<file path="src/rsf_pkg.sv">
`timescale 1ns / 1ps
// ----------------------------------------------------------------------------
// rsf_pkg
// Shared types and constants for the radius search filter: register indexes,
// fixed result field widths and the queue entry carried from front to back.
// ----------------------------------------------------------------------------
package rsf_pkg;

  localparam int unsigned IndexW    = 32;
  localparam int unsigned DistW     = 50;
  localparam int unsigned TotalW    = 17;
  localparam int unsigned CfgIdxW   = 3;
  localparam int unsigned CfgDataW  = 50;

  typedef enum logic [CfgIdxW-1:0] {
    CFG_QUERY_X        = 3'd0,
    CFG_QUERY_Y        = 3'd1,
    CFG_QUERY_Z        = 3'd2,
    CFG_RADIUS_SQUARED = 3'd3,
    CFG_START_INDEX    = 3'd4
  } cfg_idx_e;

  typedef struct packed {
    logic [IndexW-1:0] point_index;
    logic [DistW-1:0]  distance_squared;
    logic              is_match;
    logic              window_done;
  } rsf_item_t;

  typedef struct packed {
    logic      valid;
    rsf_item_t item;
  } rsf_slot_t;

endpackage

</file>
<file path="src/rsf_back.sv">
`timescale 1ns / 1ps
// ----------------------------------------------------------------------------
// rsf_back
// Takes classified results from the queue, keeps the saturating match count
// of the window and holds each result in the output register until taken.
// ----------------------------------------------------------------------------
module rsf_back #(
  parameter int unsigned MAX_WINDOW = 65536
) (
  input  logic                              clk_i,
  input  logic                              rst_ni,
  input  rsf_pkg::rsf_slot_t                head_i,
  output logic                              pop_o,
  output logic                              out_valid_o,
  input  logic                              out_stall_i,
  output logic [rsf_pkg::IndexW-1:0]        point_index_o,
  output logic [rsf_pkg::DistW-1:0]         distance_squared_o,
  output logic                              is_match_o,
  output logic [rsf_pkg::TotalW-1:0]        match_total_o,
  output logic                              window_done_o
);

  localparam int unsigned CntW = $clog2(MAX_WINDOW + 1);

  logic [CntW-1:0]                  cnt_q, cnt_d, cnt_next;
  logic [CntW+rsf_pkg::TotalW-1:0]  cnt_ext;
  logic                             out_valid_q;
  rsf_pkg::rsf_item_t               out_q;
  logic [rsf_pkg::TotalW-1:0]       total_q;

  assign pop_o    = head_i.valid && (!out_valid_q || !out_stall_i);
  assign cnt_next = (head_i.item.is_match && (cnt_q < CntW'(MAX_WINDOW)))
                  ? cnt_q + 1'b1 : cnt_q;
  assign cnt_ext  = {{rsf_pkg::TotalW{1'b0}}, cnt_next};

  always_comb begin
    cnt_d = cnt_q;
    if (pop_o) begin
      cnt_d = head_i.item.window_done ? '0 : cnt_next;
    end
  end

  always_ff @(posedge clk_i or negedge rst_ni) begin
    if (!rst_ni) begin
      cnt_q       <= '0;
      out_valid_q <= 1'b0;
    end else begin
      cnt_q <= cnt_d;
      if (pop_o) begin
        out_valid_q <= 1'b1;
      end else if (!out_stall_i) begin
        out_valid_q <= 1'b0;
      end
    end
  end

  always_ff @(posedge clk_i) begin
    if (pop_o) begin
      out_q   <= head_i.item;
      total_q <= cnt_ext[rsf_pkg::TotalW-1:0];
    end
  end

  assign out_valid_o        = out_valid_q;
  assign point_index_o      = out_q.point_index;
  assign distance_squared_o = out_q.distance_squared;
  assign is_match_o         = out_q.is_match;
  assign match_total_o      = total_q;
  assign window_done_o      = out_q.window_done;

`ifndef SYNTH
  a_cnt_bound: assert property (@(posedge clk_i) disable iff (!rst_ni)
    cnt_q <= CntW'(MAX_WINDOW))
    else $error("rsf_back: match count beyond saturation");

  a_cnt_clear: assert property (@(posedge clk_i) disable iff (!rst_ni)
    (pop_o && head_i.item.window_done) |=> cnt_q == '0)
    else $error("rsf_back: match count not cleared after window end");

  a_no_pop_when_held: assert property (@(posedge clk_i) disable iff (!rst_ni)
    (out_valid_q && out_stall_i) |-> !pop_o)
    else $error("rsf_back: result overwritten while stalled");
`endif

endmodule
</file>
<file path="config.mk">
export PLATFORM = sky130hd
export DESIGN_NAME = rsf_back
export DESIGN_NICKNAME = d
export VERILOG_FILES = /design/src/rsf_pkg.sv /design/src/rsf_back.sv
export SDC_FILE = /design/constraint.sdc
export NUM_CORES = 1
export LEC_CHECK = 0
export BUFFER_PORTS_ARGS = -buffer_cell sky130_fd_sc_hd__buf_2
export CELL_PAD_IN_SITES_DETAIL_PLACEMENT = 0
export CELL_PAD_IN_SITES_GLOBAL_PLACEMENT = 1
export CORE_UTILIZATION = 40
export DETAILED_ROUTE_END_ITERATION = 7
export GPL_TIMING_DRIVEN = 0
export PLACE_DENSITY = 0.81
export SKIP_CTS_REPAIR_TIMING = 1
export SLEW_MARGIN = 20
export SYNTH_ARGS = -nofsm -noshare
export SYNTH_HDL_FRONTEND = slang
export SYNTH_SLANG_ARGS = --single-unit
</file>
<file path="constraint.sdc">
create_clock -name clk_i -period 6.8 [get_ports clk_i]
set_clock_uncertainty 0.05 [all_clocks]
set_input_delay 1.36 -clock clk_i [delete_from_list [all_inputs] [get_ports clk_i]]
set_output_delay 1.36 -clock clk_i [all_outputs]
set_load 0.02 [all_outputs]
</file>
==> metrics.cfg <==
[finish]
layout_commonest_cell = buf_2
layout_common_cells = buf_2 (194), edfxtp_1 (101), dfrtp_1 (18)
num-fill-cells = 815
syn2layout_area_growth_pct = 41.68
fin_nets = 537
final_util_pct = 58.54
drive_gt1_share_pct = 50.33
n_antenna_cell = 0

[timing]
setup_slack_ps = 3077
setup_tns_ps = 0
maxSlewHeadroom_pct = 64.29
hold_violations = 0
slew_violations = 0
worst_pin_slew_ps = 535.7
fmax_mhz = 268.6
rsz0062_at_grt = no
setup_viol = 0
layout_worst_path_cycle_share_pct = 54.75
fin_crit_ps = 3723

[floorplan]
io_pins = 191
rows = 37
die_y_um = 105.3
core_sq_um = 10320
initial_core_util_pct = 41.32
fp.dieArea_sq_um = 11080
die_w_um = 105.3

[power_and_ir_drop]
leakage_uw = 0.002603
powerDensity_nw_per_um2 = 322.0
peakVddDrop_uv = 142.6

[grt]
grt.total_usage_pct = 17.42
grt_pass1_vias = 2889
grt_pass1_wl_mm = 14.48
grt_max_degree = 69
antenna_found_initial = 0
overflow = 0

[detailed_routing]
drcViolationCount = 0
vias_per_cell = 4.809
vias = 2871
ant_nets = 0
dr.pass1.iters = 4
drtIter0Drc = 134
wire_per_inst_um = 15.64
wl_mm = 9.340

[worst_setup_path]
arrival_ps = 2310
setup.worst_path.class = primary input to primary output
crit_path_end_kind = primary output
rr_worst_depth = 7
crit_slowest_cell = inv_6
cp_cell_sequence = buf_2 > a21bo_2 > inv_6 > buf_2
setup.worst_path.start_class = primary input
worstPathMaxFanout = 42
worstPathRequired_ps = 5390
crit_top_cell = buf_2
slowest_delay_ps = 310

[outcome]
status = finished clean

[synthesis]
synthDistinctLibCells = 39
synth_top_area_share_pct = 71.11
async_flop_share_pct = 15.13
synth-edff-count = 101
synth_area_leaders = edfxtp_1 (71%), dfrtp_1 (11%), xnor2_1 (2.3%)
synth_flop_cell = edfxtp_1
ys_warn_count = 0
synth.avg_cell_area_sq_um = 17.92
synth_area_sq_um = 4265
seq_area_frac_synth_pct = 81.67
yosys.area.top_type = edfxtp_1
ys_ff_latch = 119
synth_cells = 238
syn-num-nets = 327

[placed_design]
port_buffers = 190
gp_congestion = 0.7257
hpwlAfterDp_mm = 6.476
place_ws_ps = 3054

[min_path]
hold_class = flop to flop
worstHoldPathCells = 1

[cts]
cts_tree = yes
htreeDepth = 4
ctsLongestPathBuffers = 2
insertion_delay_ps = 500
clk_pin_slew_ps = 60
clkSinkCount = 119
clockRootBuffer = clkbuf_8
cts-buffers-inserted = 17

[job]
max-cap-violations = 0

## sequential cells by signal (all words and copies together), names as in the netlist
register            cells
cnt_q                  17
distance_squared_o     50
is_match_o              1
match_total_o          17
out_valid_o             1
point_index_o          32
window_done_o           1
## metal layers
| layer | vias to the layer above | GRT usage (%) | share of wire (%) |
|---|---|---|---|
| met5 | - | 0 | 0 |
| li1 | 1347 | - | - |
| met2 | 126 | 29.79 | 51 |
| met1 | 1386 | 20.34 | 41 |
| met3 | 12 | 4.947 | 6.6 |
| met4 | 0 | 7.948 | 1.2 |
## cell type report
type,count,area (sq um),area share (%)
clock inverter,14,206.4,3.416
sequential,119,3483,57.64
multi-input combinational,103,709.4,11.74
tap,136,170.2,2.816
inverter,5,23.77,0.3934
buffer,11,53.80,0.8903
clock buffer,18,417.9,6.915
timing repair buffer,191,978.4,16.19
## critical path, delay by kind of cell
| family | cells | cell delay [ps] |
|---|---|---|
| AOI/OAI and AO/OA | 1 | 290 |
| buffers and inverters | 3 | 660 |
## report_power, final
group          internal, uW  switching [uW]
Clock                   628             306
Combinational          55.7            98.5
Sequential              843            15.7
Total                  1530             420
## path summary, 6_finish.rpt
kind	slack, ps	startpoint	to
min reg2reg	460	out_valid_o	out_valid_o
min in group asynchronous	750	rst_ni	cnt_q[14]
max in group asynchronous	5630	rst_ni	cnt_q[11]
max reg2reg	4520	out_valid_o	cnt_q[9]
min	460	out_valid_o	out_valid_o
max	3080	out_stall_i	pop_o
## metrics by stage
| step | instances | hold WS, ps | power [uW] | area, sq um |
|---|---|---|---|---|
| floorplan | 238 | 433.9 | 957.8 | 4265 |
| finish | 597 | 463.0 | 1946 | 6043 |
| CTS | 597 | 471.2 | 1970 | 6043 |
| detailed placement | 565 | 457.0 | 1028 | 5419 |
| global route | 597 | 497.0 | 2013 | 6043 |
| global placement | 564 | 430.9 | 1025 | 5386 |
## Yosys cell counts (all sizes together), types with 3 or more instances
| cell type | n |
|---|---|
| nand4 | 6 |
| and3 | 7 |
| and4 | 3 |
| o31ai | 6 |
| or3 | 3 |
| inv | 5 |
| xor2 | 4 |
| nand2 | 10 |
| a31oi | 4 |
| buf | 6 |
| nor2 | 5 |
| edfxtp | 101 |
| clkbuf | 5 |
| a22o | 3 |
| dfrtp | 18 |
| nand3 | 6 |
| xnor2 | 11 |
| o21ai | 9 |
## cell families after synthesis
group,count (synthesis),synth area share [%]
flops,119,81.67
mux,1,0.2640
compound gates,35,5.984
simple gates,51,7.011
xor+xnor,15,3.080
buf+inv,16,1.701
fa+ha+maj,1,0.2933
No activity file was read; power rests on OpenSTA's default activity.
