### config.mk
export PLATFORM = sky130hd
export DESIGN_NAME = rsf_front
export DESIGN_NICKNAME = d
export VERILOG_FILES = /design/src/rsf_pkg.sv /design/src/rsf_front.sv
export SDC_FILE = /design/constraint.sdc
export NUM_CORES = 2
export LEC_CHECK = 0
export ABC_CLOCK_PERIOD_IN_PS = 19630
export BUFFER_PORTS_ARGS = -buffer_cell sky130_fd_sc_hd__buf_2
export CORE_ASPECT_RATIO = 1.2
export CORE_MARGIN = 2
export CORE_UTILIZATION = 55
export DETAILED_ROUTE_END_ITERATION = 7
export PLACE_DENSITY = 0.72
export SYNTH_ARGS = -nofsm -noshare
export SYNTH_HDL_FRONTEND = slang
export SYNTH_SLANG_ARGS = --single-unit
### constraint.sdc
create_clock -name clk_i -period 19.63 [get_ports clk_i]
set_input_delay 0 -clock clk_i [delete_from_list [all_inputs] [get_ports clk_i]]
set_output_delay 0 -clock clk_i [all_outputs]
set_load 0.02 [all_outputs]
### src/rsf_pkg.sv
`timescale 1ns / 1ps
// ----------------------------------------------------------------------------
// rsf_pkg
// Shared types and constants for the radius search filter: register indexes,
// fixed result field widths and the queue entry carried from front to back.
// ----------------------------------------------------------------------------
package rsf_pkg;

  localparam int unsigned IndexW    = 32;
  localparam int unsigned DistW     = 50;
  localparam int unsigned TotalW    = 17;
  localparam int unsigned CfgIdxW   = 3;
  localparam int unsigned CfgDataW  = 50;

  typedef enum logic [CfgIdxW-1:0] {
    CFG_QUERY_X        = 3'd0,
    CFG_QUERY_Y        = 3'd1,
    CFG_QUERY_Z        = 3'd2,
    CFG_RADIUS_SQUARED = 3'd3,
    CFG_START_INDEX    = 3'd4
  } cfg_idx_e;

  typedef struct packed {
    logic [IndexW-1:0] point_index;
    logic [DistW-1:0]  distance_squared;
    logic              is_match;
    logic              window_done;
  } rsf_item_t;

  typedef struct packed {
    logic      valid;
    rsf_item_t item;
  } rsf_slot_t;

endpackage

### src/rsf_front.sv
`timescale 1ns / 1ps
// ----------------------------------------------------------------------------
// rsf_front
// Accepts points, forms the squared distance to the query point over two
// register stages and classifies each point; pushes matches and window ends
// into the queue, with admission limited by free queue slots.
// ----------------------------------------------------------------------------
module rsf_front #(
  parameter int unsigned COORD_BITS  = 24,
  parameter int unsigned QUEUE_DEPTH = 8
) (
  input  logic                                      clk_i,
  input  logic                                      rst_ni,
  input  logic                                      cfg_valid_i,
  input  logic [rsf_pkg::CfgIdxW-1:0]               cfg_index_i,
  input  logic [rsf_pkg::CfgDataW-1:0]              cfg_data_i,
  input  logic                                      in_valid_i,
  output logic                                      in_stall_o,
  input  logic signed [COORD_BITS-1:0]              point_x_i,
  input  logic signed [COORD_BITS-1:0]              point_y_i,
  input  logic signed [COORD_BITS-1:0]              point_z_i,
  input  logic                                      window_end_i,
  input  logic [$clog2(QUEUE_DEPTH+1)-1:0]          level_i,
  output rsf_pkg::rsf_slot_t                        push_o
);

  localparam int unsigned SqW   = 2 * COORD_BITS;
  localparam int unsigned SumW  = SqW + 2;
  localparam int unsigned LvlW  = $clog2(QUEUE_DEPTH + 1);
  localparam int unsigned CredW = LvlW + 2;

  logic signed [COORD_BITS-1:0]       query_x_q, query_y_q, query_z_q;
  logic [rsf_pkg::DistW-1:0]          radius_q;
  logic [rsf_pkg::IndexW-1:0]         start_q;
  logic [rsf_pkg::IndexW-1:0]         pos_q, pos_d;

  logic                               s1_v_q, s2_v_q;
  logic [COORD_BITS-1:0]              s1_dx_q, s1_dy_q, s1_dz_q;
  logic [rsf_pkg::IndexW-1:0]         s1_idx_q, s2_idx_q;
  logic                               s1_last_q, s2_last_q;
  logic [SqW-1:0]                     s2_sqx_q, s2_sqy_q, s2_sqz_q;

  logic                               accept;
  logic [CredW-1:0]                   reserved;
  logic [SumW-1:0]                    sum;
  logic [SumW+rsf_pkg::DistW-1:0]     sum_ext;
  logic                               sum_ovf;
  logic [rsf_pkg::DistW-1:0]          dist_sq;
  logic                               match;

  function automatic logic [COORD_BITS-1:0] abs_diff(
    input logic signed [COORD_BITS-1:0] a,
    input logic signed [COORD_BITS-1:0] b
  );
    logic signed [COORD_BITS:0] d;
    d = {a[COORD_BITS-1], a} - {b[COORD_BITS-1], b};
    if (d[COORD_BITS]) begin
      d = -d;
    end
    return d[COORD_BITS-1:0];
  endfunction

  assign reserved   = CredW'(level_i) + CredW'(s1_v_q) + CredW'(s2_v_q);
  assign in_stall_o = reserved >= CredW'(QUEUE_DEPTH);
  assign accept     = in_valid_i && !in_stall_o;

  always_comb begin
    if (accept && window_end_i) begin
      pos_d = '0;
    end else if (accept) begin
      pos_d = pos_q + 1'b1;
    end else begin
      pos_d = pos_q;
    end
  end

  always_ff @(posedge clk_i or negedge rst_ni) begin
    if (!rst_ni) begin
      query_x_q <= '0;
      query_y_q <= '0;
      query_z_q <= '0;
      radius_q  <= '0;
      start_q   <= '0;
    end else if (cfg_valid_i) begin
      case (cfg_index_i)
        rsf_pkg::CFG_QUERY_X:        query_x_q <= cfg_data_i[COORD_BITS-1:0];
        rsf_pkg::CFG_QUERY_Y:        query_y_q <= cfg_data_i[COORD_BITS-1:0];
        rsf_pkg::CFG_QUERY_Z:        query_z_q <= cfg_data_i[COORD_BITS-1:0];
        rsf_pkg::CFG_RADIUS_SQUARED: radius_q  <= cfg_data_i[rsf_pkg::DistW-1:0];
        rsf_pkg::CFG_START_INDEX:    start_q   <= cfg_data_i[rsf_pkg::IndexW-1:0];
        default: ;
      endcase
    end
  end

  always_ff @(posedge clk_i or negedge rst_ni) begin
    if (!rst_ni) begin
      pos_q  <= '0;
      s1_v_q <= 1'b0;
      s2_v_q <= 1'b0;
    end else begin
      pos_q  <= pos_d;
      s1_v_q <= accept;
      s2_v_q <= s1_v_q;
    end
  end

  // Stage 1: coordinate differences and global index
  always_ff @(posedge clk_i) begin
    if (accept) begin
      s1_dx_q   <= abs_diff(point_x_i, query_x_q);
      s1_dy_q   <= abs_diff(point_y_i, query_y_q);
      s1_dz_q   <= abs_diff(point_z_i, query_z_q);
      s1_idx_q  <= start_q + pos_q;
      s1_last_q <= window_end_i;
    end
  end

  // Stage 2: squares
  always_ff @(posedge clk_i) begin
    if (s1_v_q) begin
      s2_sqx_q  <= SqW'(s1_dx_q) * SqW'(s1_dx_q);
      s2_sqy_q  <= SqW'(s1_dy_q) * SqW'(s1_dy_q);
      s2_sqz_q  <= SqW'(s1_dz_q) * SqW'(s1_dz_q);
      s2_idx_q  <= s1_idx_q;
      s2_last_q <= s1_last_q;
    end
  end

  // Sum, saturate, compare
  assign sum     = SumW'(s2_sqx_q) + SumW'(s2_sqy_q) + SumW'(s2_sqz_q);
  assign sum_ext = {{rsf_pkg::DistW{1'b0}}, sum};
  assign sum_ovf = (sum >> rsf_pkg::DistW) != '0;
  assign dist_sq = sum_ovf ? '1 : sum_ext[rsf_pkg::DistW-1:0];
  assign match   = dist_sq <= radius_q;

  always_comb begin
    push_o                       = '0;
    push_o.valid                 = s2_v_q && (match || s2_last_q);
    push_o.item.point_index      = s2_idx_q;
    push_o.item.distance_squared = dist_sq;
    push_o.item.is_match         = match;
    push_o.item.window_done      = s2_last_q;
  end

`ifndef SYNTH
  a_push_has_room: assert property (@(posedge clk_i) disable iff (!rst_ni)
    push_o.valid |-> level_i < LvlW'(QUEUE_DEPTH))
    else $error("rsf_front: push into a full queue");

  a_pos_clear_on_end: assert property (@(posedge clk_i) disable iff (!rst_ni)
    (accept && window_end_i) |=> pos_q == '0)
    else $error("rsf_front: position not cleared after window end");

  a_pipe_follows: assert property (@(posedge clk_i) disable iff (!rst_ni)
    accept |=> s1_v_q ##1 s2_v_q)
    else $error("rsf_front: accepted point lost in pipeline");
`endif

endmodule

==> results.toml <==
[clocking]
cts.reportedPaths.clkPinSlew_ns = 0.07
cts_setup_buffers = 0
clk_latency_ns = 0.71
cts_max_level = 2
cts.sinks = 467
clk_path_buf_depth = 3
cts_tree = "yes"
cts_inserted_buffers = 52
ctsRootBufferMaster = "clkbuf_16"

[synth]
ys_async_sr_fraction_pct = 40.3
synth.area.top_cells = "fa_1, ha_1, edfxtp_1"
syn_area_um2 = 76200
synth-main-ff-cell = "edfxtp_1"
yosysUniqueCellTypes = 96
synth_cells = 7898
ys_top_cells_by_count = "inv_1, fa_1, ha_1"
synth_top_cell_by_area = "fa_1"
syn_avg_cell_area_um2 = 9.64
ys_ff_latch = 467
yosys.area.top_type_share_pct = 34.7
yosysMostFrequentCell = "inv_1"
yosysSeqAreaShare_pct = 17.2
yosys_warnings = 0
synth_edf_count = 279

[setup_path]
path_buf_inv = 5
r2r-start = "s1_dz_q[7]$_DFFE_PP_"
max_stage_delay_ns = 1.14
slowest_stage = "edfxtp_1"
worst-setup-path-type = "reg -> reg"
endpoint_kind = "register"
startpoint_type = "register"
r2r_slack_ns = 11.08
cp_cell_sequence = "inv_1, nor2_1, fa_1, fa_1, inv_1, fa_1, fa_1, inv_1, fa_1, inv_1, fa_1, fa_1, inv_1, ha_1, and3_1, and3_1, and3_1, o21ai_0, a31oi_1, o41ai_1, and3_1, o31ai_1, xor2_1"
crit_path_frequent_cell = "fa_1"
arrival_ns = 8.97
reg2regPathDepth = 23
cp.required_ns = 20.06
r2r_end = "s2_sqz_q[46]$_DFFE_PP_"
cp_max_fo = 23
critPathTopFamily = "adder cells"

[place]
portBuffers = 219
dpl_cell_area_um2 = 79300
dpl.hpwl_um = 167000
dp_worst_setup_slack_ns = 11.24
globalplace.congestion = 0.978

[worst_hold_path]
hold_depth = 4
min_from = "point_y_i[23]"
whs_endpoint = "s1_dy_q[23]$_DFFE_PP_"
hp-class = "in -> reg"

[sta]
hold_ws_ns = 0.0237
relSlewSlack_pct = 9.99
period_needed_ns = 8.55
worst_slew_pin_slew_ns = 1.35
fmax_ghz = 0.117
skew_ns = 0.0717
tns_ns = 0
final_max_slew_viol_count = 0
setup_viol = 0
final-hold-violation-count = 0
finalCritPeriodShare_pct = 43.6
rsz0062_at_grt = "no"
setup_ws_ns = 11.08

[route]
vias = 55255
antenna_left = 0
viasPerCell = 5.54
drc_errors = 0
drt-initial-drc-count = 3588
dr.pass1.iters = 6
wl_per_cell_um = 20.5
wl_um = 205000

[floorplanning]
initial_core_util_pct = 55.4
ios = 220
die_area_um2 = 141000
core_area_um2 = 137000
rows = 149
die_w_um = 344
die_h_um = 412

[layout]
fin_nets = 10290
drive_gt1_share_pct = 6.65
syn2layout_area_growth_pct = 7.51
final_area_um2 = 81900

[global_route]
overflow = 0
grt_pass1_vias = 60050
grtUsageTotal_pct = 30.0
grt_max_degree = 74
use_met1_pct = 36.8
grt_pass1_wl_um = 325000
grt.busiest_layer = "met2"
antenna_found_initial = 27
met2_usage_pct = 51.2
met3_usage_pct = 5.12

[flow_run]
maxCapViolCount = 0

[status]
outcome = "completed"
-- what timing repair did --
item / CTS / global route
gates resized for setup: 0 / 0
endpoints found under the hold margin: 239 / 0
hold buffers: 71 / 0
-- layout by cell type, fill, tap and decap left out, types with 32 or more instances in the layout --
| cell | netlist | layout |
|---|---|---|
| inv_1 | 1974 | 1973 |
| fa_1 | 1320 | 1320 |
| ha_1 | 731 | 731 |
| nand2_1 | 682 | 682 |
| and2_1 | 377 | 377 |
| edfxtp_1 | 279 | 279 |
| a21oi_1 | 274 | 274 |
| nor2_1 | 272 | 272 |
| xnor2_1 | 229 | 229 |
| buf_2 | 4 | 218 |
| o21ai_0 | 215 | 215 |
| dfrtp_1 | 188 | 187 |
| a21o_1 | 175 | 175 |
| xor2_1 | 123 | 123 |
| mux2_2 | 90 | 90 |
| buf_4 | 4 | 73 |
| dlygate4sd3_1 | 0 | 70 |
| nand3_1 | 65 | 65 |
| clkbuf_16 | 0 | 55 |
| o21a_1 | 48 | 48 |
| nor3_1 | 49 | 48 |
| and3_1 | 47 | 47 |
| nor2b_1 | 47 | 47 |
| nand2b_1 | 43 | 43 |
| nand4_1 | 32 | 32 |
-- sequential cells by signal, summed over array words and instances (netlist names) --
| name | flops |
|---|---|
| s1_idx_q | 32 |
| s2_sqx_q | 47 |
| radius_q | 50 |
| s2_sqz_q | 47 |
| s2_last_q | 1 |
| s1_v_q | 1 |
| s2_idx_q | 32 |
| s1_dy_q | 24 |
| s2_sqy_q | 47 |
| query_y_q | 24 |
| s1_dx_q | 24 |
| s1_last_q | 1 |
| s2_v_q | 1 |
| pos_q | 32 |
| start_q | 32 |
| query_z_q | 24 |
| query_x_q | 24 |
| s1_dz_q | 24 |
-- stage by stage --
step                      utilization, %  std cells
after floorplan                        -       7899
after global placement              57.7       9792
after detailed placement            57.7       9792
after CTS                           59.6       9961
after global routing                59.6       9963
final                               59.6       9970
-- cell type report --
| cell class | count | area, um2 |
|---|---|---|
| Tap cell | 1812 | 2270 |
| Clock buffer | 65 | 1460 |
| Antenna cell | 9 | 22.5 |
| Sequential cell | 467 | 13100 |
| Fill cell | 11557 | 55500 |
| Clock inverter | 33 | 343 |
| Timing Repair Buffer | 363 | 2380 |
| Inverter | 1974 | 7410 |
| Multi-Input combinational cell | 5247 | 54900 |
-- worst register-to-register path, stage by stage (launching register included) --
cell,delay (ns)
edfxtp_1,1.14
inv_1,0.27
nor2_1,0.30
fa_1,0.49
fa_1,0.55
inv_1,0.05
fa_1,0.45
fa_1,0.52
inv_1,0.06
fa_1,0.52
inv_1,0.05
fa_1,0.45
fa_1,0.50
inv_1,0.05
ha_1,0.35
and3_1,0.21
and3_1,0.16
and3_1,0.20
o21ai_0,0.23
a31oi_1,0.17
o41ai_1,0.89
and3_1,0.36
o31ai_1,0.11
xor2_1,0.18
-- routing by layer --
layer	wire length [um]	vias to the layer above	part of all wire, %
met5	73	-	0.036
met4	11900	12	5.8
met3	14700	483	7.2
met2	100000	1869	49
met1	78000	27917	38
li1	-	24974	-
-- cell families after synthesis --
group	Yosys count	share of synthesized area, %
compound gates	1022	8.77
mux	99	1.45
simple gates	1720	11.0
other cells	2	0.00986
buf+inv	2185	10.8
flops	467	17.2
xor+xnor	352	4.05
fa+ha+maj	2051	46.7
-- how the worst max path moves through the flow --
| stage | from | to | slack, ns | cells after the start |
|---|---|---|---|---|
| 3_5_place_dp | s1_dz_q[7]$_DFFE_PP_ | s2_sqz_q[46]$_DFFE_PP_ | 11.24 | 23 |
| 3_3_place_gp | s1_dz_q[5]$_DFFE_PP_ | s2_sqz_q[38]$_DFFE_PP_ | 11.37 | 25 |
| 5_1_grt | s1_dz_q[7]$_DFFE_PP_ | s2_sqz_q[38]$_DFFE_PP_ | 10.67 | 23 |
| 4_1_cts | s2_sqx_q[25]$_DFFE_PP_ | push_o[84] | 11.05 | 24 |
| 2_1_floorplan | s1_v_q$_DFF_PN0_ | pos_q[9]$_DFFE_PN0P_ | 11.27 | 10 |
| 6_report | s1_dz_q[7]$_DFFE_PP_ | s2_sqz_q[46]$_DFFE_PP_ | 11.08 | 23 |
Power is not shown: default switching activity piles up to over one toggle a cycle in this logic, so the estimate is an artifact.
