$ cat config.mk
export PLATFORM = sky130hd
export DESIGN_NAME = rsf_queue
export DESIGN_NICKNAME = d
export VERILOG_FILES = /design/src/rsf_pkg.sv /design/src/rsf_queue.sv
export SDC_FILE = /design/constraint.sdc
export NUM_CORES = 1
export LEC_CHECK = 0
export BUFFER_PORTS_ARGS = -buffer_cell sky130_fd_sc_hd__buf_4
export CAP_MARGIN = 25
export CORE_ASPECT_RATIO = 2
export CORE_MARGIN = 2
export CORE_UTILIZATION = 60
export CTS_CLUSTER_DIAMETER = 200
export DETAILED_ROUTE_END_ITERATION = 16
export GPL_ROUTABILITY_DRIVEN = 1
export PLACE_DENSITY_LB_ADDON = 0.05
export SYNTH_ARGS = -nofsm -noshare
export SYNTH_HDL_FRONTEND = slang
export SYNTH_SLANG_ARGS = --single-unit
export TNS_END_PERCENT = 30
$ cat constraint.sdc
create_clock -name clk_i -period 8.9 [get_ports clk_i]
set_input_delay 0.89 -clock clk_i [delete_from_list [all_inputs] [get_ports clk_i]]
set_output_delay 0.89 -clock clk_i [all_outputs]
set_load 0.05 [all_outputs]
$ cat src/rsf_pkg.sv
`timescale 1ns / 1ps
// ----------------------------------------------------------------------------
// rsf_pkg
// Shared types and constants for the radius search filter: register indexes,
// fixed result field widths and the queue entry carried from front to back.
// ----------------------------------------------------------------------------
package rsf_pkg;

  localparam int unsigned IndexW    = 32;
  localparam int unsigned DistW     = 50;
  localparam int unsigned TotalW    = 17;
  localparam int unsigned CfgIdxW   = 3;
  localparam int unsigned CfgDataW  = 50;

  typedef enum logic [CfgIdxW-1:0] {
    CFG_QUERY_X        = 3'd0,
    CFG_QUERY_Y        = 3'd1,
    CFG_QUERY_Z        = 3'd2,
    CFG_RADIUS_SQUARED = 3'd3,
    CFG_START_INDEX    = 3'd4
  } cfg_idx_e;

  typedef struct packed {
    logic [IndexW-1:0] point_index;
    logic [DistW-1:0]  distance_squared;
    logic              is_match;
    logic              window_done;
  } rsf_item_t;

  typedef struct packed {
    logic      valid;
    rsf_item_t item;
  } rsf_slot_t;

endpackage

$ cat src/rsf_queue.sv
`timescale 1ns / 1ps
// ----------------------------------------------------------------------------
// rsf_queue
// Short FIFO between the classifying front and the result back end; reports
// its fill level so the front can admit only what will fit.
// ----------------------------------------------------------------------------
module rsf_queue #(
  parameter int unsigned DEPTH = 8
) (
  input  logic                             clk_i,
  input  logic                             rst_ni,
  input  rsf_pkg::rsf_slot_t               push_i,
  input  logic                             pop_i,
  output rsf_pkg::rsf_slot_t               head_o,
  output logic [$clog2(DEPTH+1)-1:0]       level_o
);

  localparam int unsigned PtrW = (DEPTH > 1) ? $clog2(DEPTH) : 1;
  localparam int unsigned LvlW = $clog2(DEPTH + 1);

  rsf_pkg::rsf_item_t   mem_q [DEPTH];
  logic [PtrW-1:0]      wr_q, rd_q;
  logic [LvlW-1:0]      level_q, level_d;
  logic                 do_pop;

  function automatic logic [PtrW-1:0] next_ptr(input logic [PtrW-1:0] p);
    if (p == PtrW'(DEPTH - 1)) begin
      return '0;
    end
    return p + 1'b1;
  endfunction

  assign do_pop       = pop_i && (level_q != '0);
  assign head_o.valid = level_q != '0;
  assign head_o.item  = mem_q[rd_q];
  assign level_o      = level_q;

  always_comb begin
    level_d = level_q;
    if (push_i.valid && !do_pop) begin
      level_d = level_q + 1'b1;
    end else if (!push_i.valid && do_pop) begin
      level_d = level_q - 1'b1;
    end
  end

  always_ff @(posedge clk_i or negedge rst_ni) begin
    if (!rst_ni) begin
      wr_q    <= '0;
      rd_q    <= '0;
      level_q <= '0;
    end else begin
      level_q <= level_d;
      if (push_i.valid) begin
        wr_q <= next_ptr(wr_q);
      end
      if (do_pop) begin
        rd_q <= next_ptr(rd_q);
      end
    end
  end

  always_ff @(posedge clk_i) begin
    if (push_i.valid) begin
      mem_q[wr_q] <= push_i.item;
    end
  end

`ifndef SYNTH
  a_level_bound: assert property (@(posedge clk_i) disable iff (!rst_ni)
    level_q <= LvlW'(DEPTH))
    else $error("rsf_queue: level beyond depth");

  a_level_track: assert property (@(posedge clk_i) disable iff (!rst_ni)
    (push_i.valid && !do_pop) |=> level_q == $past(level_q) + 1'b1)
    else $error("rsf_queue: level did not follow push");

  a_no_overflow: assert property (@(posedge clk_i) disable iff (!rst_ni)
    push_i.valid |-> level_q < LvlW'(DEPTH))
    else $error("rsf_queue: push into a full queue");
`endif

endmodule

==> results of run 1 <==
[cell usage in the layout, fill, tap and decap left out, drive strengths merged]
cell / netlist / final
a2111o: 1 / 1
a21o: 1 / 1
a21oi: 2 / 2
buf: 28 / 197
bufinv: 0 / 10
clkbuf: 20 / 67
clkinv: 0 / 20
clkinvlp: 0 / 1
dfrtp: 10 / 10
diode: 0 / 1
edfxtp: 672 / 672
fa: 1 / 1
ha: 7 / 7
inv: 1 / 3
mux2: 88 / 88
mux2i: 2 / 2
mux4: 168 / 168
nand2: 5 / 5
nand2b: 5 / 5
nand3: 2 / 2
nand3b: 1 / 1
nor2: 6 / 6
nor3: 4 / 4
o211ai: 2 / 2
o21ai: 2 / 2
o41ai: 1 / 1
or3: 1 / 1
or4: 2 / 2
xnor2: 2 / 2
[report_power, final]
part	internal (mW)	total, mW	switching [mW]
registers	3.95	4.17	0.217
logic	1.51	3.83	2.32
clock network	1.46	2.53	1.07
[routing by layer]
layer	share of wire, %	vias to the layer above
li1	-	4827
met1	39	6046
met2	54	283
met3	5.4	59
met4	2.0	2
met5	0.027	-
[cell families (layout without fill, tap and decap cells)]
group | Yosys count | in the layout | synth area share [%]
and+or+nand+nor | 26 | 26 | 0.509
xor gates and xnor gates | 2 | 2 | 0.0678
AOI/OAI and AO/OA | 9 | 9 | 0.271
buffers and inverters | 49 | 298 | 1.10
other | 0 | 1 | 0
adders and majority gates | 8 | 8 | 0.416
muxes | 258 | 258 | 18.6
DFF | 682 | 682 | 79.1
[through the flow]
step                      utilization [%]  hold WS [ns]
after floorplan                         -         0.521
after global placement               65.3         0.542
after detailed placement             65.3         0.550
after CTS                            69.7         0.108
after global routing                 69.7         0.124
final                                69.7         0.133
[critical path, cell delays in order (launching register included)]
cell	delay, ns
dfrtp_4	0.87
buf_12	0.71
mux4_2	0.60
mux2_2	0.30
buf_4	0.20
[area by class of cell]
cell class	instances	area, um2	share of cell area (%)
Sequential cell	682	20400	68.9
Antenna cell	1	2.50	0.00843
Clock buffer	67	1460	4.93
Multi-Input combinational cell	303	5180	17.4
Tap cell	545	682	2.30
Clock inverter	33	418	1.41
Timing Repair Buffer	197	1490	5.03
Inverter	1	3.75	0.0126
[flip-flops by register name (all words and copies together), names as in the netlist]
register / cells
mem_q: 672
rd_q: 3
wr_q: 3
level_o: 4
[worst min-delay path by stage]
stage                  from    endpoint  slack [ns]  depth (start not counted)
floorplan           wr_q[1]     wr_q[1]        0.52                          1
CTS                  rst_ni  level_o[2]        0.11                          1
global placement    wr_q[1]     wr_q[1]        0.54                          1
global route         rst_ni  level_o[2]        0.12                          1
detailed placement  wr_q[1]     wr_q[1]        0.55                          1
finish               rst_ni     wr_q[2]        0.13                          1
==> summary.md, run 1 <==
| Metric | Value |
|---|---|
| Status | `finished, final reports clean` |
| Via/cell ratio | `~6.1` |
| CTS buffer count | `56` |
| Area delta synth->final | `14.9%` |
| CP arrival | `3.36 ns` |
| Max-cap violation count | `0` |
| Row count | `roughly 110` |
| Yosys top cell by area | `edfxtp_1` |
| Global-route usage over all layers | `~22%` |
| Commonest register cell after synthesis | `edfxtp_1` |
| Area share of the largest cell type after synthesis | `about four fifths` |
| Final Power | `about 11 mW` |
| Synth Instances | `about 1,000` |
| Initial antenna violation count | `2` |
| Worst reg-to-reg path cell count | `7` |
| CTS tree | `done` |
| Post-route ant nets | `0` |
| Largest cells by area after synthesis | `edfxtp_1, mux4_2, mux2_2` |
| DR iter-0 viols | `750` |
| Placed wire-length estimate | `~25 mm` |
| First-pass GRT wire length | `roughly 74 mm` |
| Clock Latency Late Sink | `~0.60 ns` |
| Non-filler cells, final | `~1,800` |
| Drt drc | `0` |
| Post-Route WL | `~50 mm` |
| R2r endpoint | `level_o[3]` |
| Number of synthesized flops with an enable pin | `about 670` |
| Placed Cells incl. Taps | `1,728` |
| Clock buffer depth | `3` |
| Worst slew pin tran | `1.03 ns` |
| Hold buffers post-CTS | `0` |
| Router iterations before antenna repair | `5` |
| Setup violators final | `0` |
| Placement Cell Area | `~0.028 mm2` |
| Hold Path Class | `input port to asynchronous set/reset pin` |
| Post CTS Setup Buffer Count | `0` |
| Static Leak | `a little under 10 nW` |
| Post-synth ARST share | `1.47%` |
| Clock sinks | `approximately 680` |
| Gr ovfl total | `0` |
| Crit path from | `rd_q[0]` |
| TNS Setup | `0 ns` |
| Syn_nets | `between 1,000 and 1,500` |
| Skew final | `about 0.025 ns` |
| Fin crit share | `47.8%` |
| Ys Warns | `0` |
| Core Footprint | `between 0.04 and 0.05 mm2` |
| Synth Area per Inst | `about 25 um2` |
| Slack of the worst reg-to-reg path | `between 5 and 6 ns` |
| Filler cells | `around 2,600` |
| Critical Path Sink Type | `primary output` |
| Root buf cell | `clkbuf_16` |
| Die area | `around 0.045 mm2` |
| Post-synthesis sequential area ratio | `between 70 and 80%` |
| WP data required | `~8.0 ns` |
| Setup CP Type | `flip-flop to primary output` |
| Largest net degree at the start of global routing | `107` |
| H-tree Lvls | `2` |
| Count of cell types in the netlist | `27` |
| Setup ws final | `~4.6 ns` |
| PortBufs | `~180` |
| Final Max Slew Viols | `0` |
| Yosys reg bits | `roughly 700` |
| CP max FO | `roughly 110` |
| Die X | `between 150 and 200 um` |
| Met2 global-route usage | `just under 40%` |
| RSZ-0062 raised after global routing | `no` |
| M1 GR Usage | `between 20 and 30%` |
| Gpl congestion | `0.685` |
| Met3 GRT Util | `under 10%` |
| Fmax | `235 MHz` |
| Crit Reg-Reg Startpoint | `level_o[0]` |
| Routed length per instance | `between 20 and 30 um` |
| Critical Path Sink | `head_o[59]` |
| Starting Density | `between 60 and 70%` |
| Die Ht | `297 um` |
| Fin area | `between 0.02 and 0.03 mm2` |
| Rel. slew slack | `approximately a third` |
| PostCTS Resize Cnt | `0` |
| Share of layout cells above drive strength 1 | `around 43%` |
| Io pins | `177` |
| Synth top cells by count | `edfxtp_1, mux4_2, mux2_2` |
| Via count | `roughly 11,000` |
| Place WS | `approximately 5 ns` |
| GRT busiest layer | `met2` |
| Nets | `about 1,300` |
| Syn Std Cell Area | `0.0258 mm2` |
| Most frequent cell after synthesis | `edfxtp_1` |
| Cell area power density | `~350 mW/mm2` |
| Clock transition at path regs | `0.07 ns` |
| Worst vdd ir | `around 0.24 mV` |
| Number of global-route vias before repair | `~12,000` |
| CP Launch Type | `flip-flop` |
| Fin. Hold Viols | `0` |
| Crit path time final | `around 4.3 ns` |
No activity file was read; power rests on OpenSTA's default activity.
==> run 2: changes to the inputs <==
CORE_UTILIZATION = 54   (was 60)
clock period = 3.7 ns   (was 8.9 ns; I/O delays follow)
==> summary.md, run 2 (same netlist as run 1, synthesis figures left out) <==
| Metric | Value |
|---|---|
| Status | `finished, final reports clean` |
| Combinational power share | `37.8% (+1.5 points)` |
| Max-cap violation count | `0 (unchanged)` |
| Ant diodes | `0 (-1)` |
| Final Max Slew Viols | `0 (unchanged)` |
| Gr ovfl total | `0 (unchanged)` |
| Clock Latency Late Sink | `0.60 ns (about the same)` |
| Routed length per instance | `24.6 um (-7.8%)` |
| Max reg flops | `672 (unchanged)` |
| Drt drc | `0 (unchanged)` |
| CP Launch Type | `flip-flop` |
| Fin area | `0.0308 mm2 (+3.6%)` |
| Setup CP Type | `flip-flop to primary output` |
| Largest net degree at the start of global routing | `60 (-44%)` |
| Place WS | `1.13 ns (-3.97 ns)` |
| Clock transition at path regs | `0.07 ns (about the same)` |
| Post CTS Setup Buffer Count | `0 (unchanged)` |
| Fmax | `roughly 320 MHz` |
| Die Ht | `313 um (+5.3%)` |
| First-pass GRT wire length | `74.7 mm (+1.3%)` |
| Router iterations before antenna repair | `4 (-1)` |
| Row count | `113 (+5.6%)` |
| TNS Setup | `0 ns (unchanged)` |
| Share of layout cells above drive strength 1 | `40.2% (-2.5 points)` |
| Global-route usage over all layers | `20.5% (-2.0 points)` |
| Worst vdd ir | `0.617 mV (+160%)` |
| Crit-path leading delay family | `flip-flops` |
| Most flops, register | `mem_q` |
| Crit path time final | `3.11 ns` |
| Sw Pwr | `8.73 mW (+140%)` |
| Critical Path Sink Type | `primary output` |
| CP max FO | `58 (-45%)` |
| Gpl congestion | `0.680 (-0.76%)` |
| Root buf cell | `clkbuf_16` |
| CP arrival | `2.74 ns (-0.62 ns)` |
| RSZ-0062 raised after global routing | `no` |
| H-tree Lvls | `2 (unchanged)` |
| PortBufs | `176 (unchanged)` |
| CTS tree | `done` |
| Rel. slew slack | `43.4% (+12 points)` |
| CP peak stage delay | `0.84 ns (-0.03 ns)` |
| Cell area power density | `818 mW/mm2 (+130%)` |
| Initial antenna violation count | `0 (-2)` |
| Most frequent cells in the layout | `edfxtp_1, buf_4, mux4_2` |
| WP data required | `3.33 ns (-4.68 ns)` |
| Buffers & Inverters on Critical Path | `2 (unchanged)` |
| Setup ws final | `0.594 ns (-4.06 ns)` |
| Clock buffer depth | `3 (unchanged)` |
| Static Leak | `10.0 nW (+3.9%)` |
| Switching Share | `34.7% (+0.45 points)` |
| Placed wire-length estimate | `26.7 mm (+6.1%)` |
| Io pins | `177 (unchanged)` |
| DR iter-0 viols | `728 (-2.9%)` |
| Internal power | `16.4 mW (+140%)` |
| Core Footprint | `0.0474 mm2 (+11%)` |
| Fin crit share | `roughly 84%` |
| Worst Hold Slack | `0.0527 ns (-0.0806 ns)` |
| Post-Route WL | `49.5 mm (+1.6%)` |
| Clk network pwr share | `22.7% (-1.3 points)` |
| Via count | `11,600 (+3.3%)` |
| Worst path slowest cell | `dfrtp_4` |
| Hold Path Class | `input port to flip-flop` |
| Post-route ant nets | `0 (unchanged)` |
| Die X | `159 um (+5.3%)` |
| Worst slew pin tran | `0.848 ns (-0.182 ns)` |
| Placed Cells incl. Taps | `1,827 (+5.7%)` |
| CTS buffer count | `57 (+1.8%)` |
| Starting Density | `54.5% (-6.1 points)` |
| Worst path cell trace | `buf_12, mux4_2, mux2_2, buf_4` |
| Clock sinks | `682 (unchanged)` |
| Die area | `0.0497 mm2 (+11%)` |
| Fin. Hold Viols | `0 (unchanged)` |
| Non-filler cells, final | `2,016 (+10%)` |
| Number of global-route vias before repair | `12,600 (+3.7%)` |
| Via/cell ratio | `5.75 (-6.3%)` |
| Skew final | `0.0178 ns (-0.00696 ns)` |
| Area delta synth->final | `19.1%` |
| Placement Cell Area | `0.0281 mm2 (+1.3%)` |
| Nets | `1,435 (+7.3%)` |
| Flop pwr share | `39.5% (about the same)` |
| Filler cells | `3,167 (+22%)` |
| Setup violators final | `0 (unchanged)` |
| Commonest non-fill, non-tap cell in the layout | `edfxtp_1` |
-- run 2: cell type report --
cell class	count	area (um2)	share of cell area (%)
multi-input combinational	303	5190	16.9
sequential	682	20400	66.5
clock inverter	33	244	0.793
clock buffer	71	1520	4.95
timing repair buffer	294	2570	8.36
inverter	1	3.75	0.0122
tap	632	791	2.57
-- run 2: worst reg2reg max path, delay by kind of cell, from the launching register on --
| family | cells | cell delay (ns) |
|---|---|---|
| fa+ha+maj | 2 | 0.62 |
| compound gates | 3 | 0.57 |
| flops | 1 | 0.48 |
| simple gates | 1 | 0.48 |
| buf+inv | 2 | 0.32 |
-- run 2: power groups by stage --
stage	combinational, mW	sequential, mW	clock, mW
after floorplan	7.11	10.0	0
after global routing	10.1	10.0	6.10
after detailed placement	9.62	10.1	0
final	9.52	9.94	5.70
after CTS	9.73	9.97	5.85
after global placement	9.60	10.1	0
-- run 2: worst paths after layout --
check	start	to	slack, ns	cells after the start
setup / recovery	rd_q[1]	head_o[70]	0.59	4
min in group asynchronous	rst_ni	rd_q[1]	0.15	2
hold reg to reg	wr_q[1]	wr_q[1]	0.57	1
hold / removal	push_i[84]	wr_q[0]	0.05	2
max in group asynchronous	rst_ni	rd_q[0]	3.38	2
setup reg to reg	level_o[0]	level_o[3]	1.11	8
-- run 2: routing by layer --
| metal | part of all wire (%) | GRT usage [%] | vias to the layer above |
|---|---|---|---|
| li1 | - | - | 5045 |
| met1 | 40 | 26.1 | 6228 |
| met3 | 5.2 | 4.01 | 59 |
| met2 | 53 | 36.0 | 251 |
| met4 | 2.0 | 5.53 | 0 |
| met5 | 0 | 0 | - |
-- run 2: per-stage QoR --
stage	utilization [%]	power (mW)
after floorplan	-	17.1
after global placement	59.4	19.7
after detailed placement	59.4	19.7
after CTS	64.9	25.5
after global routing	64.9	26.2
final	64.9	25.2
-- run 2: what timing repair did --
action / in CTS / in global routing
hold buffers: 85 / 0
resized for setup: 0 / 0
endpoints found under the hold margin: 680 / 0
